File: src/rtl/tks_pkg.sv
package tks_pkg;

  // Key count range and the default
  localparam int KEY_COUNT_DEF = 9;
  localparam int KEY_COUNT_MAX = 16;

  // Field widths
  localparam int KEY_IDX_W = 4;   // index of a key, 0..15
  localparam int KEY_NUM_W = 5;   // key number, 1..16
  localparam int CODE_W    = 4;   // key_code field
  localparam int TOUCH_W   = 9;   // touch_value field
  localparam int WORD_W    = 16;  // scanned data word
  localparam int BYTE_W    = 8;

  // key_code_mode values
  localparam logic MODE_ONE_HOT = 1'b0;
  localparam logic MODE_INDEX   = 1'b1;

  // Result of one key scan
  typedef struct packed {
    logic                  hit;     // a newly pressed key was found
    logic [KEY_NUM_W-1:0]  number;  // key index + 1
    logic [TOUCH_W-1:0]    value;   // touch value for the current mode
  } key_hit_t;

  // Bit position of each key in the data word, in priority order
  function automatic logic [KEY_IDX_W-1:0] key_bit_pos(input logic [KEY_IDX_W-1:0] idx);
    logic [KEY_IDX_W-1:0] pos;
    case (idx)
      4'd0:    pos = 4'd15;
      4'd1:    pos = 4'd14;
      4'd2:    pos = 4'd13;
      4'd3:    pos = 4'd0;
      4'd4:    pos = 4'd1;
      4'd5:    pos = 4'd12;
      4'd6:    pos = 4'd2;
      4'd7:    pos = 4'd3;
      4'd8:    pos = 4'd4;
      4'd9:    pos = 4'd5;
      4'd10:   pos = 4'd6;
      4'd11:   pos = 4'd7;
      4'd12:   pos = 4'd8;
      4'd13:   pos = 4'd9;
      4'd14:   pos = 4'd10;
      default: pos = 4'd11;
    endcase
    return pos;
  endfunction

endpackage

File: src/rtl/tks_key_scan.sv
module tks_key_scan #(
  parameter int KEY_COUNT = tks_pkg::KEY_COUNT_DEF
) (
  input  logic                          clk,
  input  logic                          rst_n,
  input  logic                          scan_en,
  input  logic                          mode,
  input  logic [tks_pkg::WORD_W-1:0]    word,
  output tks_pkg::key_hit_t             hit
);
  import tks_pkg::*;

  logic [KEY_COUNT-1:0] latch_r;
  logic [KEY_COUNT-1:0] latch_nxt;
  logic [KEY_IDX_W-1:0] idx;
  logic                 found;

  // Walk the keys in priority order; released keys clear their latch,
  // the first fresh press sets its latch and ends the walk.
  always_comb begin
    latch_nxt = latch_r;
    found     = 1'b0;
    idx       = '0;
    for (int i = 0; i < KEY_COUNT; i++) begin
      if (!found) begin
        if (word[key_bit_pos(KEY_IDX_W'(i))]) begin
          latch_nxt[i] = 1'b0;
        end else if (!latch_r[i]) begin
          latch_nxt[i] = 1'b1;
          found        = 1'b1;
          idx          = KEY_IDX_W'(i);
        end
      end
    end
  end

  always_comb begin
    hit.hit    = found;
    hit.number = KEY_NUM_W'(idx) + KEY_NUM_W'(1);
    if (mode == MODE_INDEX) begin
      hit.value = TOUCH_W'(hit.number);
    end else begin
      hit.value = TOUCH_W'(1) << idx;
    end
  end

  always_ff @(posedge clk) begin
    if (!rst_n) begin
      latch_r <= '0;
    end else if (scan_en) begin
      latch_r <= latch_nxt;
    end
  end

endmodule

File: src/rtl/i2c_touch_key_scanner.sv
// I2C touch key scanner. Every input word is one half-bit tick of the bus and
// yields exactly one output word carrying the SCL/SDA levels to drive for that
// tick plus status. A start request seen while idle launches a 58-tick read:
// start condition, the address byte from device_address_byte (captured at
// start), a device acknowledge sample, two data bytes (first = low byte) with
// a master ACK after the first and a NACK after the second, then a stop. On
// the stop tick the 16-bit word is scanned for nine active-low keys; the first
// newly pressed key raises key_event with its number in key_code, and
// touch_value keeps the last key as one-hot or index per key_code_mode.
// Throughput is one word per clock while the output is not stalled: the
// next-state logic sits between the sequencer registers and a single output
// register, and in_tready only drops while a finished output word is held by
// backpressure. Write configuration only while the bus is idle.
module i2c_touch_key_scanner #(
  parameter int KEY_COUNT = tks_pkg::KEY_COUNT_DEF
) (
  input  logic        clk,
  input  logic        rst_n,
  // input stream
  input  logic        in_tvalid,
  output logic        in_tready,
  input  logic [7:0]  in_tdata,   // [0] start_read, [1] sda_level, [7:2] zero
  // output stream
  output logic        out_tvalid,
  input  logic        out_tready,
  output logic [23:0] out_tdata,  // [0] scl_level, [1] sda_released,
                                  // [2] busy_res, [3] key_event,
                                  // [7:4] key_code, [16:8] touch_value,
                                  // [17] ack_missing, [23:18] zero
  // configuration
  input  logic        cfg_we,
  input  logic        cfg_index,
  input  logic [7:0]  cfg_wdata
);
  import tks_pkg::*;

  // Register indexes
  localparam logic REG_MODE = 1'b0;
  localparam logic REG_ADDR = 1'b1;
  localparam logic [BYTE_W-1:0] ADDR_RESET = 8'h81;

  // Tick schedule
  localparam int PH_W = 7;
  localparam logic [PH_W-1:0] PH_IDLE  = 7'd0;
  localparam logic [PH_W-1:0] PH_START = 7'd1;
  localparam logic [PH_W-1:0] PH_ADDR  = 7'd2;
  localparam logic [PH_W-1:0] PH_DACK  = 7'd18;
  localparam logic [PH_W-1:0] PH_BYTE1 = 7'd20;
  localparam logic [PH_W-1:0] PH_MACK  = 7'd36;
  localparam logic [PH_W-1:0] PH_BYTE2 = 7'd38;
  localparam logic [PH_W-1:0] PH_NACK  = 7'd54;
  localparam logic [PH_W-1:0] PH_STOP0 = 7'd56;
  localparam logic [PH_W-1:0] PH_STOP1 = 7'd57;
  localparam logic [PH_W-1:0] PH_STOP2 = 7'd58;

  // Configuration
  logic              mode_r;
  logic [BYTE_W-1:0] addr_r;

  // Sequencer state
  logic [PH_W-1:0]    phase_r, phase_nxt;
  logic [BYTE_W-1:0]  shift_r, shift_nxt;
  logic [BYTE_W-1:0]  low_r, low_nxt;
  logic               missed_r, missed_nxt;
  logic [TOUCH_W-1:0] touch_r, touch_nxt;

  // Output register
  logic        out_valid_r;
  logic [23:0] out_data_r;

  logic       in_fire;
  logic       start_read;
  logic       sda_in;
  logic       scl;
  logic       sda;
  logic       busy;
  logic       key_ev;
  logic [CODE_W-1:0] key_code;
  logic       scan_en;
  key_hit_t   hit;

  assign start_read = in_tdata[0];
  assign sda_in     = in_tdata[1];

  // Take a new tick whenever the output slot is empty or being drained.
  assign in_tready = !out_valid_r || out_tready;
  assign in_fire   = in_tvalid && in_tready;

  assign out_tvalid = out_valid_r;
  assign out_tdata  = out_data_r;

  // Advance the schedule one tick and work out the bus levels for it.
  always_comb begin
    phase_nxt  = phase_r;
    shift_nxt  = shift_r;
    low_nxt    = low_r;
    missed_nxt = missed_r;
    touch_nxt  = touch_r;
    scl        = 1'b1;
    sda        = 1'b1;
    busy       = 1'b0;
    key_ev     = 1'b0;
    key_code   = '0;
    scan_en    = 1'b0;

    if ((phase_r == PH_IDLE) || (phase_r > PH_STOP2)) begin
      phase_nxt = PH_IDLE;
      if (start_read) begin
        phase_nxt  = PH_START;
        shift_nxt  = addr_r;
        missed_nxt = 1'b0;
      end
    end else begin
      phase_nxt = phase_r + PH_W'(1);
    end

    if (phase_nxt != PH_IDLE) begin
      busy = 1'b1;
      if (phase_nxt == PH_START) begin
        sda = 1'b0;
      end else if (phase_nxt inside {[PH_ADDR:PH_DACK - 7'd1]}) begin
        // address bits, MSB first; shift on the high half
        scl = phase_nxt[0];
        sda = shift_r[BYTE_W-1];
        if (phase_nxt[0]) begin
          shift_nxt = {shift_r[BYTE_W-2:0], 1'b0};
        end
      end else if (phase_nxt inside {[PH_DACK:PH_BYTE1 - 7'd1]}) begin
        scl = phase_nxt[0];
        if (phase_nxt[0]) begin
          missed_nxt = sda_in;
        end
      end else if (phase_nxt inside {[PH_BYTE1:PH_MACK - 7'd1]}) begin
        scl = phase_nxt[0];
        if (phase_nxt[0]) begin
          shift_nxt = {shift_r[BYTE_W-2:0], sda_in};
        end
        // hold the first byte once its last bit is in
        if (phase_nxt == PH_MACK - 7'd1) begin
          low_nxt = shift_nxt;
        end
      end else if (phase_nxt inside {[PH_MACK:PH_BYTE2 - 7'd1]}) begin
        scl = phase_nxt[0];
        sda = 1'b0;
      end else if (phase_nxt inside {[PH_BYTE2:PH_NACK - 7'd1]}) begin
        scl = phase_nxt[0];
        if (phase_nxt[0]) begin
          shift_nxt = {shift_r[BYTE_W-2:0], sda_in};
        end
      end else if (phase_nxt inside {[PH_NACK:PH_STOP0 - 7'd1]}) begin
        scl = phase_nxt[0];
      end else if (phase_nxt == PH_STOP0) begin
        scl = 1'b0;
        sda = 1'b0;
      end else if (phase_nxt == PH_STOP1) begin
        sda = 1'b0;
      end else begin
        // stop: release SDA, scan the keys, drop back to idle
        scan_en   = in_fire;
        key_ev    = hit.hit;
        if (hit.hit) begin
          key_code  = hit.number[CODE_W-1:0];
          touch_nxt = hit.value;
        end
        phase_nxt = PH_IDLE;
      end
    end
  end

  tks_key_scan #(
    .KEY_COUNT (KEY_COUNT)
  ) u_key_scan (
    .clk     (clk),
    .rst_n   (rst_n),
    .scan_en (scan_en),
    .mode    (mode_r),
    .word    ({shift_r, low_r}),
    .hit     (hit)
  );

  always_ff @(posedge clk) begin
    if (!rst_n) begin
      mode_r <= MODE_ONE_HOT;
      addr_r <= ADDR_RESET;
    end else if (cfg_we) begin
      case (cfg_index)
        REG_MODE: mode_r <= cfg_wdata[0];
        REG_ADDR: addr_r <= cfg_wdata;
        default:  mode_r <= mode_r;
      endcase
    end
  end

  always_ff @(posedge clk) begin
    if (!rst_n) begin
      phase_r  <= PH_IDLE;
      shift_r  <= '0;
      low_r    <= '0;
      missed_r <= 1'b0;
      touch_r  <= '0;
    end else if (in_fire) begin
      phase_r  <= phase_nxt;
      shift_r  <= shift_nxt;
      low_r    <= low_nxt;
      missed_r <= missed_nxt;
      touch_r  <= touch_nxt;
    end
  end

  always_ff @(posedge clk) begin
    if (!rst_n) begin
      out_valid_r <= 1'b0;
    end else if (in_fire) begin
      out_valid_r <= 1'b1;
    end else if (out_tready) begin
      out_valid_r <= 1'b0;
    end
  end

  always_ff @(posedge clk) begin
    if (in_fire) begin
      out_data_r <= {6'd0, missed_nxt, touch_nxt, key_code, key_ev, busy, sda, scl};
    end
  end

  // The schedule never runs past the stop tick.
  assert property (@(posedge clk) disable iff (!rst_n) phase_r <= PH_STOP2)
    else $error("phase beyond stop tick");

  // A start request taken while idle enters the start tick.
  assert property (@(posedge clk) disable iff (!rst_n)
    in_fire && (phase_r == PH_IDLE) && start_read |=> phase_r == PH_START)
    else $error("start request not taken");

  // A key event only appears on the stop tick: busy, SCL high, SDA released.
  assert property (@(posedge clk) disable iff (!rst_n)
    out_valid_r && out_data_r[3] |-> out_data_r[2:0] == 3'b111)
    else $error("key event outside stop tick");

  // No key code without an event.
  assert property (@(posedge clk) disable iff (!rst_n)
    out_valid_r && !out_data_r[3] |-> out_data_r[7:4] == 4'd0)
    else $error("key code without event");

endmodule

File: config.mk
export PLATFORM = sky130hd
export DESIGN_NAME = i2c_touch_key_scanner
export DESIGN_NICKNAME = d
export VERILOG_FILES = /design/src/rtl/tks_pkg.sv /design/src/rtl/tks_key_scan.sv /design/src/rtl/i2c_touch_key_scanner.sv
export SDC_FILE = /design/constraint.sdc
export NUM_CORES = 1
export LEC_CHECK = 0
export BUFFER_PORTS_ARGS = -buffer_cell sky130_fd_sc_hd__buf_4
export CORE_MARGIN = 2
export CORE_UTILIZATION = 50
export CTS_BUF_LIST = sky130_fd_sc_hd__clkbuf_8 sky130_fd_sc_hd__clkbuf_16
export CTS_CLUSTER_DIAMETER = 30
export CTS_CLUSTER_SIZE = 16
export DETAILED_ROUTE_END_ITERATION = 12
export GPL_TIMING_DRIVEN = 0
export MAX_ROUTING_LAYER = met4
export PLACE_DENSITY = 0.73
export SETUP_SLACK_MARGIN = 0.4
export SYNTH_ARGS = -nofsm -noshare
export SYNTH_HDL_FRONTEND = slang
export SYNTH_SLANG_ARGS = --single-unit
File: constraint.sdc
create_clock -name clk -period 3.22 [get_ports clk]
set_input_delay 0.483 -clock clk [delete_from_list [all_inputs] [get_ports clk]]
set_output_delay 0.483 -clock clk [all_outputs]
set_load 0.005 [all_outputs]
Word level (Yosys, flattened, before mapping)
Index checks and enable logic that the tools add are counted.

Register bits: 70. Bits of input ports: 22. Output and inout port bits: 26. Word-level logic and storage cells: 245.

Add/subtract/negate cells: 2. $lt $le $gt $ge: 21. Equal/unequal tests: 4. Shift operators: 1. Mux-type cells: 154. Bitwise operators: 14. Reductions and logical operators: 27.

Operators with widths (number): 2-to-1 mux 4 bit (31); 2-to-1 mux 9 bit (12); 2-to-1 mux 8 bit (11); 2-to-1 mux 1 bit (81); 2-to-1 mux 7 bit (11); < comparator 4 x 5 -> 1 bit, second input constant (8); binary-select mux 1 bit (select 4 bit) (8); <= comparator 7 x 6 -> 1 bit, second input constant (4); == test 7 x 6 -> 1 bit, second input constant (3); >= comparator 7 x 6 -> 1 bit, second input constant (3); AND reduction 2 bit (10); >= comparator 7 x 5 -> 1 bit, second input constant (2); <= comparator 7 x 5 -> 1 bit, second input constant (2); inverter 1 bit (14); OR reduction 11 bit (1); OR reduction 10 bit (1); << shifter 1 x 4 -> 9 bit, first input constant (1); adder 7 x 1 -> 7 bit, second input constant (1); == test 7 x 1 -> 1 bit, second input constant (1); >= comparator 7 x 2 -> 1 bit, second input constant (1); greater-than comparator 7 x 6 -> 1 bit, second input constant (1); logical AND 1 bit (7); zero test 7 bit (1); AND reduction 7 bit (1); 6 further kinds (7).

Depth between registers and ports, before layout
Gate-level depths: netlist (run 1).

Depth in word-level cells: 55. Mapped depth: 12. Depth with buffers taken out: 11.

Modules after synthesis
Synthesis (run 1) repeated with hierarchy kept, for this count alone.

Cells, all modules: 456. Area total of the unflattened synthesis: 4146.5 µm².

By module, submodules not included: i2c_touch_key_scanner (times used 1, cells each 368, area each 3357.0 µm², sequential area each 1401.3 µm²); tks_key_scan (times used 1, cells each 88, area each 789.5 µm², sequential area each 180.2 µm²).

Worst setup path before layout (run 1)
Ideal clock, no wire load.

Path kind: flip-flop to flip-flop. Start: reg phase_r[0]. End: reg u_key_scan.latch_r[5]. Library setup time: 0.070 ns. Data arrival time: 3.117 ns. Data required time: 3.150 ns. Path slack: 0.032 ns. Stages on the path, launching flop included: 13. Buffers on the path: 2. Clock period less this slack: 3.188 ns. Path through: dfxtp_1 buf_4 inv_1 ha_1 nand2b_1 a21oi_2 a2111o_2 nor4_2 a2111o_1 or4_1 buf_2 or4_1 a21oi_1.

Longest elaborated chain between the ends: 15. Elaborated cells between the ends (all ways): 38. Classes of those cells: add/sub: 1; order compare: 13; eq/ne: 3; mux: 11; reduce/logical: 10.

Ends and longest elaborated chain: start, declared (RTL line i2c_touch_key_scanner.sv:61) `logic [PH_W-1:0] phase_r, phase_nxt;`; start signal, assigned (RTL line i2c_touch_key_scanner.sv:202) `phase_r <= phase_nxt;`; greater-than comparator 7 x 6 -> 1 bit or zero test 7 bit (tied branches) (RTL line i2c_touch_key_scanner.sv:106) `if ((phase_r == PH_IDLE) || (phase_r > PH_STOP2)) begin`; logical OR 1 bit (RTL line i2c_touch_key_scanner.sv:106); 2-to-1 mux 7 bit * (RTL line i2c_touch_key_scanner.sv:106); parallel branches: the longest is 10 deep, another holds >= comparator 7 x 6 -> 1 bit; 2-to-1 mux 1 bit * (RTL line i2c_touch_key_scanner.sv:117) `if (phase_nxt != PH_IDLE) begin`; AND reduction 2 bit (no source line) *; end signal, assigned (RTL line tks_key_scan.sv:51) `latch_r <= latch_nxt;`; end, declared (RTL line tks_key_scan.sv:13) `logic [KEY_COUNT-1:0] latch_r;`.

Every way passes the cells marked *. A chain may end at the register's enable or synchronous reset.

Worst setup path in the final report (run 1)
Same ends and word-level chain as after synthesis.

==> results of run 1 <==
cells in the mapped netlist (all sizes together) (3+ instances only):
| cell type | number |
|---|---|
| o31ai | 3 |
| ha | 9 |
| o21ai | 20 |
| nor4 | 6 |
| mux2i | 8 |
| dfxtp | 49 |
| a21o | 3 |
| nor3 | 19 |
| a22oi | 6 |
| or3 | 10 |
| nor2b | 4 |
| a211oi | 16 |
| o22ai | 4 |
| nand2 | 45 |
| nand3b | 5 |
| nand3 | 22 |
| and2 | 7 |
| nand2b | 5 |
| buf | 19 |
| inv | 10 |
| and3 | 6 |
| clkbuf | 13 |
| a31o | 3 |
| a21oi | 34 |
| a221o | 5 |
| nor2 | 41 |
| edfxtp | 18 |
| o211ai | 4 |
| o41ai | 4 |
through the flow:
| stage | cell area (um^2) | utilization | TNS, ns |
|---|---|---|---|
| finish | 5180 | 0.681 | 0 |
| global route | 5180 | 0.681 | 0 |
| CTS | 4900 | 0.645 | 0 |
| detailed placement | 4360 | 0.574 | -0.566 |
| global placement | 4360 | 0.574 | -0.641 |
| floorplan | 3970 | - | 0 |
power by group through the flow:
stage	clock network [W]	registers, W	logic (W)
4_1_cts	0.000737	0.000912	0.000280
2_1_floorplan	0	0.000930	0.000161
3_5_place_dp	0	0.000933	0.000245
6_report	0.000724	0.000913	0.000304
3_3_place_gp	0	0.000932	0.000241
5_1_grt	0.000766	0.000917	0.000328
state kept, by name, summed over array words and instances, names as in the netlist:
signal / cells
shift_r: 8
out_tdata: 18
phase_r: 7
u_key_scan.latch_r: 9
addr_r: 8
out_tvalid: 1
missed_r: 1
mode_r: 1
low_r: 5
touch_r: 9
routing by layer:
metal  GRT usage  vias up  wire length, um
li1            -     1815                -
met1       0.318     1782             4640
met2       0.415      149             5180
met3      0.0526       35              607
met4       0.102        0              298
met5           -        -                0
worst max path at each step:
| stage | from | end | slack, ns | depth (start not counted) |
|---|---|---|---|---|
| after detailed placement | phase_r[1] | u_key_scan.latch_r[8] | -0.18 | 10 |
| final | phase_r[0] | u_key_scan.latch_r[5] | 0.19 | 13 |
| after floorplan | phase_r[1] | u_key_scan.latch_r[5] | 0.29 | 11 |
| after CTS | phase_r[0] | u_key_scan.latch_r[5] | 0.17 | 12 |
| after global routing | phase_r[0] | u_key_scan.latch_r[5] | 0.11 | 14 |
| after global placement | phase_r[1] | u_key_scan.latch_r[8] | -0.22 | 10 |
kinds of logic (layout without fill, tap and decap cells):
| family | Yosys count | in the layout | share of synthesized area |
|---|---|---|---|
| compound gates | 128 | 128 | 0.244 |
| simple gates | 181 | 181 | 0.246 |
| fa+ha+maj | 9 | 9 | 0.0292 |
| other cells | 1 | 6 | 0.000972 |
| xor+xnor | 3 | 3 | 0.00875 |
| mux | 8 | 8 | 0.0207 |
| buf+inv | 43 | 136 | 0.0561 |
| flops | 67 | 67 | 0.394 |
what timing repair did:
action	CTS	global route
gates cloned	1	1
pin swaps	16	20
endpoints found under the setup margin	37	40
resized for setup	31	48
setup buffers	28	12
layout make-up:
type / instances / area [um^2]
Sequential cell: 67 / 1530
Clock buffer: 9 / 124
Clock inverter: 7 / 75.1
Tap cell: 102 / 128
Fill cell: 628 / 2430
Buffer: 32 / 240
Multi-Input combinational cell: 335 / 2420
Inverter: 11 / 48.8
Timing Repair Buffer: 77 / 614
tightest hold or removal path, cell delays in order:
cell and delay, ns:
buf_4 0.08, nand2_1 0.04, nand3_1 0.06
==> impl_results.md, run 1 <==
- Commonest non-fill, non-tap cell in the layout: buf_4
- Seq/Total Area, Yosys: 0.394
- Max Fclk: 330 MHz
- Outcome: finished, final reports clean
- Worst path bufs/invs: 5
- Vias/cell: 5.91
- Slew margin rel.: 0.505
- Placed Instances: 582
- Site Rows: 32
- Clk_skew: 0.0117 ns
- Hold-fix buffer count after cts: 0
- R2R setup slack: ~0.19 ns
- Logic pwr share: 0.156
- Endpoint type of the worst setup path: flop
- Antenna viol nets, final: 0
- Number of top-level pins: 48
- Post-synth top area cell: dfxtp_1
- Cell at the slowest stage of the critical path: or4_4
- Initial antenna violation count: 0
- Die area: ~0.0084 mm^2
- Post-Synthesis Cells: 440
- Share of post-route cells with drive strength above 1: 0.336
- Via count: 3781
- Most used cell, CP: or4_4
- CTS buffer count: 9
- Design Power: between 0.0015 and 0.002 W
- Tcrit/Tclk final: 0.941
- Clock power share: 0.373
- Worst-Margin Slew: 0.737 ns
- Top delay family on crit path: simple AND/OR/NAND/NOR gates
- Switching Fraction: 0.281
- P per Cell Area: 375 mW/mm^2
- Crit path max fanout: 5
- Ant diodes: 0
- Internal Pwr Total: 0.00140 W
- Die width: 91.9 um
- Hold Crit Depth: 3
- CTS tree: done
- Max Transition Viols Final: 0
- Max VDD drop: 0.259 mV
- Register-to-Register Path Depth: 13
- Critical R2R Capture: u_key_scan.latch_r[5]
- Worst hold start: cfg_wdata[7]
- Fin crit period: 3.03 ns
- Synth warn: 0
- Top cell type's share of synthesized area: 0.254
- Yosys reg bits: 67
- CTS Root Cell: clkbuf_8
- Overflow after GRT: 0
- Leakage: 2.06 nW
- Final wirelength: 10.7 mm
- Min-Delay Path Class: input pin to flop
- Hold WS: approximately 0.34 ns
- Worst EP required: 3.51 ns
- Max Buffers Root-to-Sink: 2
- TritonRoute pass-1 iters: 5
- Clock latency at the later pin of the worst-skew pair: 0.35 ns
- First-pass GRT wire length: 16.6 mm
- Most used flip-flop cell after synthesis: dfxtp_1
- P_sw: ~0.00054 W
- GRT Total Usage: 0.257
- Initial core utilization: 0.507
- Post-place setup slack: -0.184 ns
- Drt first-iter violations: 211
- Area contributors post-synth: dfxtp_1, edfxtp_1, nand2_1
- Worst-path cell chain: buf_8, inv_8, ha_4, nand2b_4, a21oi_4, buf_12, nor4_4, buf_4, a2111o_1, or4_4, buf_6, or4_4, a21oi_2
- Final hold vios: 0
- Worst R2R Start: phase_r[0]
- Setup-failing EPs final: 0
- Area Growth Syn to Fin: 34.1%
- CP max stage delay: 0.54 ns
- Layout Nets: 564
- Clock-pin slew on the worst setup and hold paths: around 0.08 ns
- CP Data Arrival Time: 3.32 ns
- Synth cell types: 81
- Maximum number of pins on one net before global-route repair: 28
- WS Path Type: flop to flop
- Post-synth EDFFs: 18
- RSZ-0062 raised after global routing: yes
- Hold Path End: addr_r[7]
- Most frequent cells in the layout: buf_4, dfxtp_1, nand2_1, nor2_1, a21oi_1
- Clk sink count: 67
- GPL Wtd Cong: 0.907
- Avg WL per Cell: 16.7 um
- Syn Area/Cell: between 8 and 9 um^2
- Max Cap Viol: 0
- Die Ht: roughly 90 um
- Setup ws final: 0.190 ns
- CTS H-tree lvls: 3
- Sequential share of power: 0.471
- Port bufs: 35
- Startpoint Class: flop
- Core ar.: 0.00761 mm^2
- Async SR Flop Fraction: 0
- Number of global-route vias before repair: 3480
- Post-DP HPWL: 7.05 mm
- Mapped cell area: 0.00386 mm^2
- Post-route insts no fill: 640
- Drc violations: 0
No activity file was read; power rests on OpenSTA's default activity.
==> inputs of run 2 (changes only) <==
==> constraint.sdc (replaced) <==
create_clock -name clk -period 2.67 [get_ports clk]
set_input_delay 0.4005 -clock clk [delete_from_list [all_inputs] [get_ports clk]]
set_output_delay 0.4005 -clock clk [all_outputs]
set_load 0.005 [all_outputs]
==> impl_results.md, run 2 (same netlist as run 1, synthesis figures left out) <==
- Post-DP HPWL: 7.20 mm
- Final instance area: 0.00566 mm^2
- Overflow after GRT: 0
- Post-route insts no fill: 660
- Max Cap Viol: 0
- Worst-Margin Slew: 0.851 ns
- Switching Fraction: 0.277
- Clk_skew: 0.0137 ns
- CTS tree: done
- P per Cell Area: roughly 440 mW/mm^2
- Number of global-route vias before repair: 3604
- TritonRoute pass-1 iters: 5
- CTS H-tree lvls: 3
- Drc violations: 0
- Max reg flops: 18
- Outcome: finished with violations
- Tcrit/Tclk final: 1.17
- Core ar.: 0.00761 mm^2
- Clock-pin slew on the worst setup and hold paths: approximately 0.080 ns
- Via count: 3967
- WS Path Type: flop to flop
- Max Transition Viols Final: 0
- Initial core utilization: 0.507
- Fin crit period: 3.11 ns
- Post-route setup TNS: -12.64 ns
- Site Rows: 32
- Failing checks: setup timing
- GRT Total Usage: 0.274
- Vias/cell: 6.01
- CP Data Arrival Time: 3.40 ns
- GPL Wtd Cong: 0.869
- Post-DP Area: 0.00442 mm^2
- Placed Instances: 582
- Startpoint Class: flop
- Crit path max fanout: 6
- Logic pwr share: 0.163
- Final hold vios: 0
- Endpoint type of the worst setup path: flop
- Max Buffers Root-to-Sink: 2
- Clock power share: 0.393
- # fillers: 554
- Leakage: 2.20 nW
- Die Ht: 91.9 um
- Max VDD drop: about 0.34 mV
- CTS Root Cell: clkbuf_8
- Sequential share of power: 0.445
- Initial antenna violation count: 0
- Min-Delay Path Class: input pin to flop
- Internal Pwr Total: approximately 0.0018 W
- Max Fclk: 321 MHz
- Area Growth Syn to Fin: 46.7%
- Slew margin rel.: 0.428
- Commonest non-fill, non-tap cell in the layout: buf_4
- Setup-failing EPs final: between 40 and 50
- Drt first-iter violations: 326
- Layout Nets: 584
- Die width: 91.9 um
- Ant diodes: 0
- Hold-fix buffer count after cts: 0
- Setup ws final: -0.444 ns
- Maximum number of pins on one net before global-route repair: 28
- Clk sink count: 67
- Clock latency at the later pin of the worst-skew pair: 0.36 ns
- R2R setup slack: -0.44 ns
- Avg WL per Cell: 18.4 um
- Number of top-level pins: 48
- Most frequent cells in the layout: buf_4, dfxtp_1, nand2_1, nor2_1, buf_6
- Die area: 0.00844 mm^2
- First-pass GRT wire length: 17.9 mm
- P_sw: 0.000687 W
- CTS buffer count: 9
- Design Power: 0.00248 W
- Port bufs: 35
- RSZ-0062 raised after global routing: yes
- Final wirelength: 12.2 mm
- Share of post-route cells with drive strength above 1: 0.427
- Antenna viol nets, final: 0
- Worst EP required: 2.96 ns
-- run 2: cell types whose count changed in the layout (fill, tap and decap cells not counted), moves of 3 or more --
cell and delta:
a211oi_1 -3, a211oi_2 +3, buf_6 +21, nand2_1 -3
nand2_2 +4, nand3_1 -7, nand3_2 +6, nor2_1 -4
o21ai_0 -8, o21ai_2 +4
-- run 2: path summary, 6_finish.rpt --
path	from	to	cells after the start
max	phase_r[0]	u_key_scan.latch_r[5]	12
min reg2reg	addr_r[4]	addr_r[4]	2
min	cfg_wdata[7]	addr_r[7]	3
max reg2reg	phase_r[0]	u_key_scan.latch_r[5]	12
-- run 2: area by class of cell --
type,count,area [um^2],share of cell area
flip-flops and latches,67,1530,0.270
inverters,11,51.3,0.00906
multi-input cells,335,2640,0.467
clock buffers,9,124,0.0219
plain buffers,32,264,0.0466
well taps,102,128,0.0225
clock inverters,7,100,0.0177
repair buffers,97,820,0.145
-- run 2: per-layer routing --
layer | track usage | vias up | share of wire | wire [um]
li1 | - | 1862 | - | -
met1 | 0.339 | 1893 | 0.42 | 5170
met2 | 0.442 | 182 | 0.49 | 5970
met3 | 0.0559 | 30 | 0.060 | 733
met4 | 0.109 | 0 | 0.024 | 291
met5 | - | - | 0 | 0
-- run 2: timing repair --
item,CTS,global route
cloned,3,2
setup endpoints to repair,72,55
gates resized for setup,68,77
pin swaps,25,29
setup buffers,37,20
-- run 2: critical path, cell delays in order (launching register included) --
cell and delay (ns):
dfxtp_4 0.38, buf_8 0.12, inv_8 0.04, ha_4 0.14, nand2b_4 0.14, a21oi_4 0.25
a2111o_2 0.25, and4bb_2 0.29, a31o_4 0.22, or4_4 0.53, buf_6 0.15, or4_1 0.39
a21oi_1 0.14
-- run 2: metrics by stage --
stage	hold WS, ns	util	setup WS, ns
6_report	0.258	0.744	-0.444
4_1_cts	0.254	0.682	-0.399
3_3_place_gp	0.439	0.581	-0.802
3_5_place_dp	0.446	0.581	-0.810
5_1_grt	0.270	0.744	-0.493
2_1_floorplan	0.432	-	-0.264
-- run 2: power by group through the flow --
stage / sequential [W] / clock [W] / combinational (W)
floorplan: 0.00112 / 0 / 0.000197
global placement: 0.00112 / 0 / 0.000295
detailed placement: 0.00113 / 0 / 0.000297
CTS: 0.00110 / 0.000981 / 0.000355
global route: 0.00111 / 0.00103 / 0.000431
finish: 0.00110 / 0.000974 / 0.000404
